$ cat config.mk
export PLATFORM = sky130hd
export DESIGN_NAME = round_robin_task_scheduler_unit
export DESIGN_NICKNAME = d
export VERILOG_FILES = /design/src/sv/rrts_pkg.sv /design/src/sv/round_robin_task_scheduler_unit.sv
export SDC_FILE = /design/constraint.sdc
export NUM_CORES = 2
export LEC_CHECK = 0
export BUFFER_PORTS_ARGS = -buffer_cell sky130_fd_sc_hd__buf_2
export CAP_MARGIN = 5
export CORE_UTILIZATION = 50
export CTS_BUF_LIST = sky130_fd_sc_hd__clkbuf_4
export CTS_CLUSTER_DIAMETER = 200
export DETAILED_ROUTE_END_ITERATION = 6
export GPL_TIMING_DRIVEN = 0
export PLACE_DENSITY_LB_ADDON = 0.08
export SYNTH_ARGS = -nofsm -noshare
export SYNTH_HDL_FRONTEND = slang
export SYNTH_SLANG_ARGS = --single-unit
export TNS_END_PERCENT = 1
$ cat constraint.sdc
create_clock -name clk -period 6.3 [get_ports clk]
set_input_delay 0.315 -clock clk [delete_from_list [all_inputs] [get_ports clk]]
set_output_delay 0.315 -clock clk [all_outputs]
set_load 0.01 [all_outputs]
$ cat src/sv/rrts_pkg.sv
// Shared constants and types for the round-robin task scheduler.
package rrts_pkg;

	localparam int TASK_SLOTS = 16;
	localparam int SLOT_W     = $clog2(TASK_SLOTS);
	localparam int PID_COUNT  = 1024;
	localparam int PID_W      = $clog2(PID_COUNT);
	localparam int MAP_W      = 32;
	localparam int MAP_ROWS   = PID_COUNT / MAP_W;
	localparam int ROW_W      = $clog2(MAP_ROWS);
	localparam int BIT_W      = $clog2(MAP_W);
	localparam int ID_W       = 11;
	localparam int CNT_W      = SLOT_W + 1;

	// Event codes
	localparam logic [2:0] MODE_CREATE   = 3'd0;
	localparam logic [2:0] MODE_SCHEDULE = 3'd1;
	localparam logic [2:0] MODE_BLOCK    = 3'd2;
	localparam logic [2:0] MODE_UNBLOCK  = 3'd3;
	localparam logic [2:0] MODE_YIELD    = 3'd4;
	localparam logic [2:0] MODE_EXIT     = 3'd5;

	// Error codes
	localparam logic [1:0] ERR_OK        = 2'd0;
	localparam logic [1:0] ERR_BAD_STATE = 2'd1;
	localparam logic [1:0] ERR_NO_PID    = 2'd2;
	localparam logic [1:0] ERR_NONE_RUN  = 2'd3;

	// Task states
	localparam logic [2:0] TS_RUNNING = 3'd0;
	localparam logic [2:0] TS_READY   = 3'd1;
	localparam logic [2:0] TS_BLOCKED = 3'd2;
	localparam logic [2:0] TS_WAITING = 3'd3;
	localparam logic [2:0] TS_HANGING = 3'd4;
	localparam logic [2:0] TS_DIED    = 3'd5;

	localparam logic [1:0] KIND_MAX = 2'd2;

	// Register indexes
	localparam logic CFG_PID_BASE  = 1'b0;
	localparam logic CFG_IDLE_TASK = 1'b1;

	typedef enum logic [1:0] {
		Q_NONE,
		Q_APPEND,
		Q_PUSH,
		Q_REMOVE
	} qop_t;

	typedef enum logic [9:0] {
		ST_IDLE     = 10'b0000000001,
		ST_CHECK    = 10'b0000000010,
		ST_SCAN_RD  = 10'b0000000100,
		ST_SCAN_CHK = 10'b0000001000,
		ST_CLR_RD   = 10'b0000010000,
		ST_CLR_WR   = 10'b0000100000,
		ST_D0       = 10'b0001000000,
		ST_D1       = 10'b0010000000,
		ST_D2       = 10'b0100000000,
		ST_DONE     = 10'b1000000000
	} seq_state_t;

endpackage

$ cat src/sv/round_robin_task_scheduler_unit.sv
// Round-robin task scheduler: sequencer, task tables, linked ready queue and id map.
// Create scans the id map one 32-bit row at a time through its read port (ST_SCAN_RD, ST_SCAN_CHK).
// Schedule, block and yield pick the next task in ST_D0..ST_D2; unblock finishes in ST_CHECK;
// exit frees the id in ST_CLR_RD and ST_CLR_WR and then reschedules if asked.
// One event at a time; the next request is taken once the result is in the output register.
// Reset clears all control state, marks every slot died and every id map row free at once.
module round_robin_task_scheduler_unit
	import rrts_pkg::*;
(
	input  logic                clk,
	input  logic                arst_n,
	input  logic                cfg_we,
	input  logic                cfg_index,
	input  logic [PID_W-1:0]    cfg_wdata,
	input  logic                req_valid,
	output logic                req_stall,
	input  logic [2:0]          mode,
	input  logic [SLOT_W-1:0]   task_slot,
	input  logic [7:0]          priority_req,
	input  logic [1:0]          block_kind,
	input  logic                start_running,
	input  logic                exit_resched,
	output logic                rsp_valid,
	input  logic                rsp_stall,
	output logic [1:0]          error_code,
	output logic                switched,
	output logic [SLOT_W-1:0]   prev_task,
	output logic [SLOT_W-1:0]   next_task,
	output logic [7:0]          next_priority,
	output logic [ID_W-1:0]     new_pid
);

	seq_state_t state_q, state_d;

	logic [PID_W-1:0]  pid_base_q;
	logic [SLOT_W-1:0] idle_q;

	logic [2:0]        mode_q;
	logic [SLOT_W-1:0] slot_q;
	logic [7:0]        prio_q;
	logic [1:0]        kind_q;
	logic              start_q, resched_q;

	logic [SLOT_W-1:0] rd_addr_q, rd_addr_d;
	logic [SLOT_W-1:0] cur_q, cur_d, head_q, head_d, tail_q, tail_d;
	logic [CNT_W-1:0]  cnt_q, cnt_d;

	logic [2:0]        tstate_q [TASK_SLOTS];
	logic [7:0]        tprio_q  [TASK_SLOTS];
	logic [ID_W-1:0]   tid_q    [TASK_SLOTS];
	logic [SLOT_W-1:0] qnext_q  [TASK_SLOTS];
	logic [SLOT_W-1:0] qprev_q  [TASK_SLOTS];

	logic [2:0]        st_rd;
	logic [7:0]        pr_rd;
	logic [ID_W-1:0]   id_rd;
	logic [SLOT_W-1:0] nx_rd, pv_rd;

	logic              st_we;
	logic [SLOT_W-1:0] st_wa;
	logic [2:0]        st_wd;
	logic              cr_we;
	logic [ID_W-1:0]   cr_id;

	qop_t              qop;
	logic [SLOT_W-1:0] qs;
	logic              nx_we, pv_we;
	logic [SLOT_W-1:0] nx_wa, nx_wd, pv_wa, pv_wd;

	logic [MAP_W-1:0]  map_mem [MAP_ROWS];
	logic [MAP_ROWS-1:0] row_vld_q;
	logic [MAP_W-1:0]  map_word_q;
	logic              map_rv_q;
	logic [ROW_W-1:0]  map_row_q, map_row_d;
	logic [BIT_W-1:0]  map_bit_q, map_bit_d;
	logic              clr_ok_q, clr_ok_d;
	logic              map_we;
	logic [MAP_W-1:0]  map_wdata;
	logic [MAP_W-1:0]  scan_word;
	logic              scan_found;
	logic [BIT_W-1:0]  scan_pos;
	logic [ID_W:0]     id_diff;

	logic [1:0]        res_err_q, res_err_d;
	logic              res_sw_q, res_sw_d;
	logic [SLOT_W-1:0] res_prev_q, res_prev_d, res_next_q, res_next_d;
	logic [7:0]        res_prio_q, res_prio_d;
	logic [ID_W-1:0]   res_pid_q, res_pid_d;

	logic              rsp_valid_q;
	logic [1:0]        err_q;
	logic              sw_q;
	logic [SLOT_W-1:0] prev_q, next_q;
	logic [7:0]        nprio_q;
	logic [ID_W-1:0]   pid_q;

	logic req_acc, rsp_load;

	function automatic logic is_blk(input logic [2:0] st);
		return st == TS_BLOCKED || st == TS_WAITING || st == TS_HANGING;
	endfunction

	assign req_stall = state_q != ST_IDLE;
	assign req_acc   = req_valid && !req_stall;
	assign rsp_load  = state_q == ST_DONE && (!rsp_valid_q || !rsp_stall);

	assign st_rd = tstate_q[rd_addr_q];
	assign pr_rd = tprio_q[rd_addr_q];
	assign id_rd = tid_q[rd_addr_q];
	assign nx_rd = qnext_q[rd_addr_q];
	assign pv_rd = qprev_q[rd_addr_q];

	// Lowest free id in the fetched row; a row never written is all free.
	assign scan_word = map_rv_q ? map_word_q : '0;
	always_comb begin
		scan_found = ~&scan_word;
		scan_pos   = '0;
		for (int i = MAP_W - 1; i >= 0; i--) begin
			if (!scan_word[i]) scan_pos = BIT_W'(i);
		end
	end

	assign id_diff = {1'b0, id_rd} - {{(ID_W + 1 - PID_W){1'b0}}, pid_base_q};

	// Linked-list unit: one queue operation per cycle
	always_comb begin
		nx_we  = 1'b0;
		pv_we  = 1'b0;
		nx_wa  = tail_q;
		nx_wd  = qs;
		pv_wa  = qs;
		pv_wd  = tail_q;
		head_d = head_q;
		tail_d = tail_q;
		cnt_d  = cnt_q;
		case (qop)
			Q_APPEND: begin
				if (cnt_q == '0) begin
					head_d = qs;
				end else begin
					nx_we = 1'b1;
					pv_we = 1'b1;
				end
				tail_d = qs;
				cnt_d  = cnt_q + 1'b1;
			end
			Q_PUSH: begin
				if (cnt_q == '0) begin
					tail_d = qs;
				end else begin
					pv_we = 1'b1;
					pv_wa = head_q;
					pv_wd = qs;
					nx_we = 1'b1;
					nx_wa = qs;
					nx_wd = head_q;
				end
				head_d = qs;
				cnt_d  = cnt_q + 1'b1;
			end
			Q_REMOVE: begin
				if (cnt_q == CNT_W'(1)) begin
					cnt_d = '0;
				end else if (cnt_q != '0) begin
					if (qs == head_q) begin
						head_d = nx_rd;
					end else begin
						nx_we = 1'b1;
						nx_wa = pv_rd;
						nx_wd = nx_rd;
					end
					if (qs == tail_q) begin
						tail_d = pv_rd;
					end else begin
						pv_we = 1'b1;
						pv_wa = nx_rd;
						pv_wd = pv_rd;
					end
					cnt_d = cnt_q - 1'b1;
				end
			end
			default: ;
		endcase
	end

	// Sequencer
	always_comb begin
		state_d    = state_q;
		rd_addr_d  = rd_addr_q;
		cur_d      = cur_q;
		map_row_d  = map_row_q;
		map_bit_d  = map_bit_q;
		clr_ok_d   = clr_ok_q;
		res_err_d  = res_err_q;
		res_sw_d   = res_sw_q;
		res_prev_d = res_prev_q;
		res_next_d = res_next_q;
		res_prio_d = res_prio_q;
		res_pid_d  = res_pid_q;
		qop        = Q_NONE;
		qs         = rd_addr_q;
		st_we      = 1'b0;
		st_wa      = rd_addr_q;
		st_wd      = TS_READY;
		cr_we      = 1'b0;
		cr_id      = ID_W'({map_row_q, scan_pos}) + ID_W'(pid_base_q);
		map_we     = 1'b0;
		map_wdata  = scan_word | (MAP_W'(1) << scan_pos);
		case (state_q)
			ST_IDLE: begin
				if (req_acc) begin
					rd_addr_d = (mode == MODE_CREATE || mode == MODE_UNBLOCK ||
						mode == MODE_EXIT) ? task_slot : cur_q;
					res_err_d  = ERR_OK;
					res_sw_d   = 1'b0;
					res_prev_d = '0;
					res_next_d = '0;
					res_prio_d = '0;
					res_pid_d  = '0;
					state_d    = ST_CHECK;
				end
			end
			ST_CHECK: begin
				state_d = ST_DONE;
				case (mode_q)
					MODE_CREATE: begin
						if (st_rd != TS_DIED) begin
							res_err_d = ERR_BAD_STATE;
						end else begin
							map_row_d = '0;
							state_d   = ST_SCAN_RD;
						end
					end
					MODE_SCHEDULE: state_d = ST_D0;
					MODE_BLOCK: begin
						if (kind_q > KIND_MAX || st_rd != TS_RUNNING) begin
							res_err_d = ERR_BAD_STATE;
						end else begin
							st_we   = 1'b1;
							st_wd   = 3'(kind_q) + TS_BLOCKED;
							state_d = ST_D0;
						end
					end
					MODE_UNBLOCK: begin
						if (!is_blk(st_rd)) begin
							res_err_d = ERR_BAD_STATE;
						end else begin
							qop   = Q_PUSH;
							st_we = 1'b1;
						end
					end
					MODE_YIELD: begin
						if (st_rd != TS_RUNNING) res_err_d = ERR_BAD_STATE;
						else state_d = ST_D0;
					end
					MODE_EXIT: begin
						if (st_rd == TS_DIED) begin
							res_err_d = ERR_BAD_STATE;
						end else begin
							if (st_rd == TS_READY) qop = Q_REMOVE;
							st_we     = 1'b1;
							st_wd     = TS_DIED;
							map_row_d = id_diff[PID_W-1:BIT_W];
							map_bit_d = id_diff[BIT_W-1:0];
							clr_ok_d  = id_diff < (ID_W + 1)'(PID_COUNT);
							rd_addr_d = cur_q;
							state_d   = ST_CLR_RD;
						end
					end
					default: ;
				endcase
			end
			ST_SCAN_RD: state_d = ST_SCAN_CHK;
			ST_SCAN_CHK: begin
				if (scan_found) begin
					map_we    = 1'b1;
					cr_we     = 1'b1;
					res_pid_d = cr_id;
					st_we     = 1'b1;
					st_wa     = slot_q;
					if (start_q) begin
						st_wd = TS_RUNNING;
						cur_d = slot_q;
					end else begin
						qop = Q_APPEND;
						qs  = slot_q;
					end
					state_d = ST_DONE;
				end else if (map_row_q == ROW_W'(MAP_ROWS - 1)) begin
					res_err_d = ERR_NO_PID;
					state_d   = ST_DONE;
				end else begin
					map_row_d = map_row_q + 1'b1;
					state_d   = ST_SCAN_RD;
				end
			end
			ST_CLR_RD: state_d = ST_CLR_WR;
			ST_CLR_WR: begin
				map_we    = clr_ok_q;
				map_wdata = scan_word & ~(MAP_W'(1) << map_bit_q);
				state_d   = resched_q ? ST_D0 : ST_DONE;
			end
			ST_D0: begin
				res_prev_d = cur_q;
				if (st_rd == TS_RUNNING) begin
					qop   = Q_APPEND;
					st_we = 1'b1;
				end
				rd_addr_d = idle_q;
				state_d   = ST_D1;
			end
			ST_D1: begin
				// queue empty: wake the idle task if it sleeps, else nothing runs
				if (cnt_q == '0) begin
					if (is_blk(st_rd)) begin
						qop       = Q_PUSH;
						st_we     = 1'b1;
						rd_addr_d = idle_q;
						state_d   = ST_D2;
					end else begin
						res_err_d  = ERR_NONE_RUN;
						res_prev_d = '0;
						state_d    = ST_DONE;
					end
				end else begin
					rd_addr_d = head_q;
					state_d   = ST_D2;
				end
			end
			ST_D2: begin
				qop        = Q_REMOVE;
				st_we      = 1'b1;
				st_wd      = TS_RUNNING;
				cur_d      = rd_addr_q;
				res_sw_d   = 1'b1;
				res_next_d = rd_addr_q;
				res_prio_d = pr_rd;
				state_d    = ST_DONE;
			end
			ST_DONE: begin
				if (rsp_load) state_d = ST_IDLE;
			end
			default: state_d = ST_IDLE;
		endcase
	end

	// Control state
	always_ff @(posedge clk or negedge arst_n) begin
		if (!arst_n) begin
			state_q     <= ST_IDLE;
			pid_base_q  <= PID_W'(1);
			idle_q      <= '0;
			cur_q       <= '0;
			head_q      <= '0;
			tail_q      <= '0;
			cnt_q       <= '0;
			row_vld_q   <= '0;
			rsp_valid_q <= 1'b0;
			for (int i = 0; i < TASK_SLOTS; i++) tstate_q[i] <= TS_DIED;
		end else begin
			state_q <= state_d;
			cur_q   <= cur_d;
			head_q  <= head_d;
			tail_q  <= tail_d;
			cnt_q   <= cnt_d;
			if (cfg_we) begin
				if (cfg_index == CFG_PID_BASE) pid_base_q <= cfg_wdata;
				else idle_q <= cfg_wdata[SLOT_W-1:0];
			end
			if (st_we) tstate_q[st_wa] <= st_wd;
			if (map_we) row_vld_q[map_row_q] <= 1'b1;
			if (rsp_load) rsp_valid_q <= 1'b1;
			else if (!rsp_stall) rsp_valid_q <= 1'b0;
		end
	end

	// Payload and tables
	always_ff @(posedge clk) begin
		if (req_acc) begin
			mode_q    <= mode;
			slot_q    <= task_slot;
			prio_q    <= priority_req;
			kind_q    <= block_kind;
			start_q   <= start_running;
			resched_q <= exit_resched;
		end
		rd_addr_q  <= rd_addr_d;
		map_row_q  <= map_row_d;
		map_bit_q  <= map_bit_d;
		clr_ok_q   <= clr_ok_d;
		res_err_q  <= res_err_d;
		res_sw_q   <= res_sw_d;
		res_prev_q <= res_prev_d;
		res_next_q <= res_next_d;
		res_prio_q <= res_prio_d;
		res_pid_q  <= res_pid_d;
		if (cr_we) begin
			tprio_q[slot_q] <= prio_q;
			tid_q[slot_q]   <= cr_id;
		end
		if (nx_we) qnext_q[nx_wa] <= nx_wd;
		if (pv_we) qprev_q[pv_wa] <= pv_wd;
		if (rsp_load) begin
			err_q   <= res_err_q;
			sw_q    <= res_sw_q;
			prev_q  <= res_prev_q;
			next_q  <= res_next_q;
			nprio_q <= res_prio_q;
			pid_q   <= res_pid_q;
		end
	end

	// Id map memory
	always_ff @(posedge clk) begin
		if (map_we) map_mem[map_row_q] <= map_wdata;
		map_word_q <= map_mem[map_row_q];
		map_rv_q   <= row_vld_q[map_row_q];
	end

	assign rsp_valid     = rsp_valid_q;
	assign error_code    = err_q;
	assign switched      = sw_q;
	assign prev_task     = prev_q;
	assign next_task     = next_q;
	assign next_priority = nprio_q;
	assign new_pid       = pid_q;

	a_cnt_bound: assert property (@(posedge clk) disable iff (!arst_n)
		cnt_q <= CNT_W'(TASK_SLOTS))
		else $error("ready queue count beyond slot count");

	a_accept_starts: assert property (@(posedge clk) disable iff (!arst_n)
		req_acc |=> state_q == ST_CHECK)
		else $error("accepted transaction did not start");

	a_err_no_switch: assert property (@(posedge clk) disable iff (!arst_n)
		rsp_valid_q && err_q != ERR_OK |-> !sw_q)
		else $error("error reported together with a switch");

	a_remove_nonempty: assert property (@(posedge clk) disable iff (!arst_n)
		state_q == ST_D2 |-> cnt_q != '0)
		else $error("pop from an empty ready queue");

endmodule

# ---- Word level (Yosys, flattened, before mapping)
# Memories as Yosys holds them, arrays and structs flattened. A register that Yosys moved wholly into a read port is not among the register bits.
# Cells that the tools add are included.
dict set report totals {
  latch_bits 0
  inputBits 35
  regBits 217
  n_memories 5
  ramBits 1456
  romBits 0
  word_cells 359
  output_inout_bits 32
}
# memory depth word_bits rd rd_ports_with_merged_regs wr line_no
set memory_table {}
lappend memory_table {map_mem 32 32 1 1 1 round_robin_task_scheduler_unit.sv:70} ;# logic [MAP_W-1:0] map_mem [MAP_ROWS];
lappend memory_table {tid_q 16 11 1 1 1 round_robin_task_scheduler_unit.sv:50} ;# logic [ID_W-1:0] tid_q [TASK_SLOTS];
lappend memory_table {tprio_q 16 8 1 1 1 round_robin_task_scheduler_unit.sv:49} ;# logic [7:0] tprio_q [TASK_SLOTS];
lappend memory_table {qnext_q 16 4 1 1 1 round_robin_task_scheduler_unit.sv:51} ;# logic [SLOT_W-1:0] qnext_q [TASK_SLOTS];
lappend memory_table {qprev_q 16 4 1 1 1 round_robin_task_scheduler_unit.sv:52} ;# logic [SLOT_W-1:0] qprev_q [TASK_SLOTS];
dict set report op_classes {
  magnitude_cmp 7
  n_div 0
  mux 180
  addsub 6
  n_shift 2
  bitwise 8
  mul 0
  n_reduce_logical 44
  eq_ne 59
}
# op count
set op_table {}
lappend op_table {{$mux 5} 38}
lappend op_table {{$mux 4} 41}
lappend op_table {{$mux 10} 11}
lappend op_table {{$pmux 10 s10} 1}
lappend op_table {{$mux 32} 2}
lappend op_table {{$or 32x32->32} 2}
lappend op_table {{$shl 1x5->32 const A} 2}
lappend op_table {{$pmux 10 s5} 1}
lappend op_table {{$bwmux 48} 1}
lappend op_table {{$pmux 4 s2} 6}
lappend op_table {{$pmux 4 s3} 3}
lappend op_table {{$and 32x32->32} 1}
lappend op_table {{$mux 1} 32}
lappend op_table {{$ne 2x2->1 const B} 16}
lappend op_table {{$not 32->32} 1}
lappend op_table {{$reduce_and 32->1} 1}
lappend op_table {{$ne 3x3->1 const B} 10}
lappend op_table {{$pmux 5 s2} 3}
lappend op_table {{$mux 2} 14}
lappend op_table {{$mux 11} 2}
lappend op_table {{$pmux 11 s2} 1}
lappend op_table {{$pmux 2 s5} 2}
lappend op_table {{$pmux 4 s4} 1}
lappend op_table {{$pmux 8 s2} 1}
lappend op_table {{64 further kinds} 113}

# ---- Depth between registers and ports, before layout
dict set report logic_depth {
  ltp_word 36
  depth_mapped 18
  mapped_depth_nobuf 15
}

# ---- Worst setup path after synthesis
# Ideal clock, no wire load.
dict set report synth_path {
  path_kind {flip-flop to flip-flop}
  from {reg with a tool-made name}
  to {reg map_row_q[3], data pin}
  path_buffers 4
  slack_ps 1293
  setup_ps 256
  t_required_ps 6044
  synth_period_minus_slack_ps 5007
  t_arrival_ps 4752
  stages_incl_launch_ff 19
  path_cell_list {dfxtp_1 clkbuf_1 buf_2 clkbuf_1 buf_1 mux4_2 mux4_2 inv_1 ha_1 fa_1 nor2b_1 o21ai_0 a21boi_0 o21ai_0 a21boi_0 o21ai_0 nor2b_1 xnor2_1 a31o_2}
}
# item line_no
set synth_rtl {}
lappend synth_rtl {{to (signal assigned)} round_robin_task_scheduler_unit.sv:388} ;# map_row_q <= map_row_d;
lappend synth_rtl {{to (decl)} round_robin_task_scheduler_unit.sv:74} ;# logic [ROW_W-1:0] map_row_q, map_row_d;

==> impl_results.md <==
- LEAKAGE: 29.2 nW
- # H-tree levels: 5
- Overall Global Routing Usage: 0.288
- Hold Path Sink: rd_addr_q[2]
- Root buf cell: clkbuf_4
- Setup Skew: 0.113 ns
- Post-DR vias/cell: 6.23
- Die width: 371 um
- Hold Path Cell Cnt: 4
- Routed Antenna Nets: 0
- Initial core utilization: 0.503
- First-pass GRT wire length: 279 mm
- RSZ-0062 raised after global routing: no
- Clk slew on worst S/H paths: 0.07 ns
- Final Max Tran Viols: 11
- Fin util: 0.586
- Routed WL per cell: 30.8 um
- Final #Nets: 4311
- Crit path DAT: 6.83 ns
- DR vias: 39.6k
- CTS tree: done
- Layout cell share with drive strength beyond 1: 0.319
- HP Class: input pin to register
- Largest area contributor in the netlist: edfxtp_1
- IO Port Bufs: 66
- Async set or reset register ratio after synthesis: 0.0714
- Clk Latency, worst-skew pair: 1.39 ns
- Worst hold-check slack: 0.165 ns
- Crit path kind: register to register
- Failing checks: max-capacitance violations, max-slew violations
- Reg2Reg Depth: 17
- Detailed-router iteration count before antenna repair: 6
- Post-synth EDFFs: 1550
- Top post-synthesis cells by area: edfxtp_1, mux4_2, dfrtp_1
- Final Cell Area: 79300 um2
- CP Launch Type: register
- Max-capacitance violation count: 1
- Post-synthesis sequential element count: 1709
- Cell breakdown of the critical path: clkbuf_1, clkbuf_2, buf_1, clkbuf_1, mux4_2, mux4_2, inv_1, ha_1, nor2b_1, o21ai_0, a21boi_0, o21ai_0, a21boi_0, o21ai_0, a21oi_1, or3_1, a41o_1
- Most common cell after layout, fill and taps aside: edfxtp_1
- Fin crit period: 5.79 ns
- DR iter-0 viols: 4836
- Relative slew slack: -0.0153
- FP Rows: 135
- Crit share post-route: 0.919
- Final Hold Viols: 0
- Worst slew pin tran: 1.52 ns
- Post-DP HPWL: 127 mm
- PD cells: 334 nW/um2
- R2R Setup Slk: 0.51 ns
- Fill count: 10.1k
- Post-DP Area: 72900 um2
- I/O pins: 67
- Slowest cell delay on critical path: 0.62 ns
- Synth Warn #: 0
- Cell count after synthesis: 3551
- Die area: 138000 um2
- Crit-path max FO: 10
- Vias in the first global route: 40.7k
- Die Height: 371 um
- Setup TNS: 0 ns
- Synth Net Count: 3617
- Inserted Clock Buffers: 437
- Worst R2R End: map_row_q[4]
- GP Congestion: 0.941
- DRC Markers: 0
- Synth unique cells: 87
- Most frequent cells in the layout: edfxtp_1, clkbuf_4, mux4_2, a22oi_1, nand2_1
- CTS Buffer Depth: 4
- Largest net degree at the start of global routing: 83
- Synth-to-Final Area Change: 16.6%
- HP Start: req_valid
- CTS Sinks: 1709
- Most frequent CP cell: o21ai_0
- Synthesized cell area: 68100 um2
- Slowest cell on the critical path: clkbuf_1
- Main synth FF type: edfxtp_1
- Final Setup Violations: 0
- IR drop worst, VDD: 0.230 mV
- Seq/Total Area, Yosys: 0.740
- Core footprint: 135000 um2
- Status: complete, but fails checks
- Max Clk Rate: 173 MHz
- Syn_area_per_cell: 19.2 um2
- Initial antenna violation count: 3
- Drt total wl: 195 mm
- Required @ worst endpoint: 7.34 ns
- Remaining Overflow, GRT: 0
- Synth top area share: 0.684
- Setup crit end kind: register
-- final cells by class --
cell class                      count  area, um2  share of cell area
Antenna cell                        6       15.0            0.000189
Clock buffer                      623       4680              0.0589
Timing Repair Buffer              257       3160              0.0399
Inverter                           66        248             0.00312
Buffer                            174        717             0.00904
Sequential cell                  1709      50400               0.635
Multi-Input combinational cell   1600      17200               0.217
Clock inverter                    133        718             0.00905
Tap cell                         1781       2230              0.0281
-- cell usage after synthesis, types with 18 or more instances --
master        n
mux4_2      403
or2_2        52
nor3_1       33
buf_1        47
and2_1       21
mux2i_1      42
o211ai_1     27
nand3_1      35
ha_1         30
inv_1        63
dfxtp_1      37
dfstp_2      34
edfxtp_1   1550
nor2b_1      29
nand2_1     131
dfrtp_1      88
o2bb2ai_1    33
a211oi_1     19
clkbuf_1    119
a22oi_1     137
a21oi_1      64
and3_1       18
nor2_1      162
o21ai_0      88
nand4_1      48
-- metrics by stage --
step           setup WS, ns  cells  power [mW]
6_report              0.509   6349        26.5
3_5_place_dp         -0.168   5497        17.5
4_1_cts              0.0607   6343        26.7
2_1_floorplan          1.29   3551        16.1
3_3_place_gp          -1.14   5398        17.3
5_1_grt              0.0752   6345        27.6
-- power breakdown --
part           total (mW)  internal, mW  switching, mW
sequential           13.2          12.9          0.280
combinational        4.16          1.66           2.50
clock                9.22          4.81           4.40
total                26.5          19.3           7.19
-- flip-flops by register name (all words and copies together), names as in the netlist, 11 cells and up, named ones only --
signal and cells:
tstate_q 48, map_mem 1024, qnext_q 64, row_vld_q 32, tprio_q 128, res_pid_q 11
map_word_q 32, new_pid 11, tid_q 176, qprev_q 64
-- worst max-delay path: cells and delay by family, from the launching register on --
| kind | cells | cell delay [ns] |
|---|---|---|
| AO/OA/AOI/OAI | 7 | 1.49 |
| adder cells (fa/ha/maj) | 1 | 0.22 |
| buffers and inverters | 5 | 2.16 |
| flip-flops | 1 | 0.35 |
| multiplexers | 2 | 0.89 |
| AND/OR/NAND/NOR | 2 | 0.39 |
-- cells by family (layout without fill, tap and decap cells) --
| group | Yosys count | in the layout | share of synthesized area |
|---|---|---|---|
| other | 0 | 6 | 0 |
| adders and majority gates | 32 | 32 | 0.00596 |
| buffers and inverters | 242 | 1253 | 0.0136 |
| muxes | 458 | 458 | 0.142 |
| AOI/OAI and AO/OA | 479 | 479 | 0.0500 |
| xor gates and xnor gates | 23 | 23 | 0.00296 |
| and+or+nand+nor | 608 | 608 | 0.0455 |
| DFF | 1709 | 1709 | 0.740 |
-- worst max path at each step --
stage,start,endpoint,cells after the start
final,register,map_row_q[4],17
after global routing,register,map_row_q[4],17
after CTS,register,map_row_q[3],18
after detailed placement,register,map_row_q[3],18
after global placement,state_q[6],row_vld_q[16],8
after floorplan,register,map_row_q[3],18
-- metal layers --
layer | GRT usage | vias to the layer above | wire, um
met5 | 0 | - | 60
met4 | 0.0922 | 2 | 4590
met3 | 0.0675 | 308 | 18000
met2 | 0.455 | 2246 | 94400
met1 | 0.399 | 20700 | 78400
li1 | - | 16300 | -
-- timing repair --
item,in CTS,in global routing
endpoints found under the setup margin,2,4
endpoints found under the hold margin,239,0
buffers inserted,0,0
hold buffers,90,0
gates resized for setup,8,6
Power figures use the tool's default switching activity.
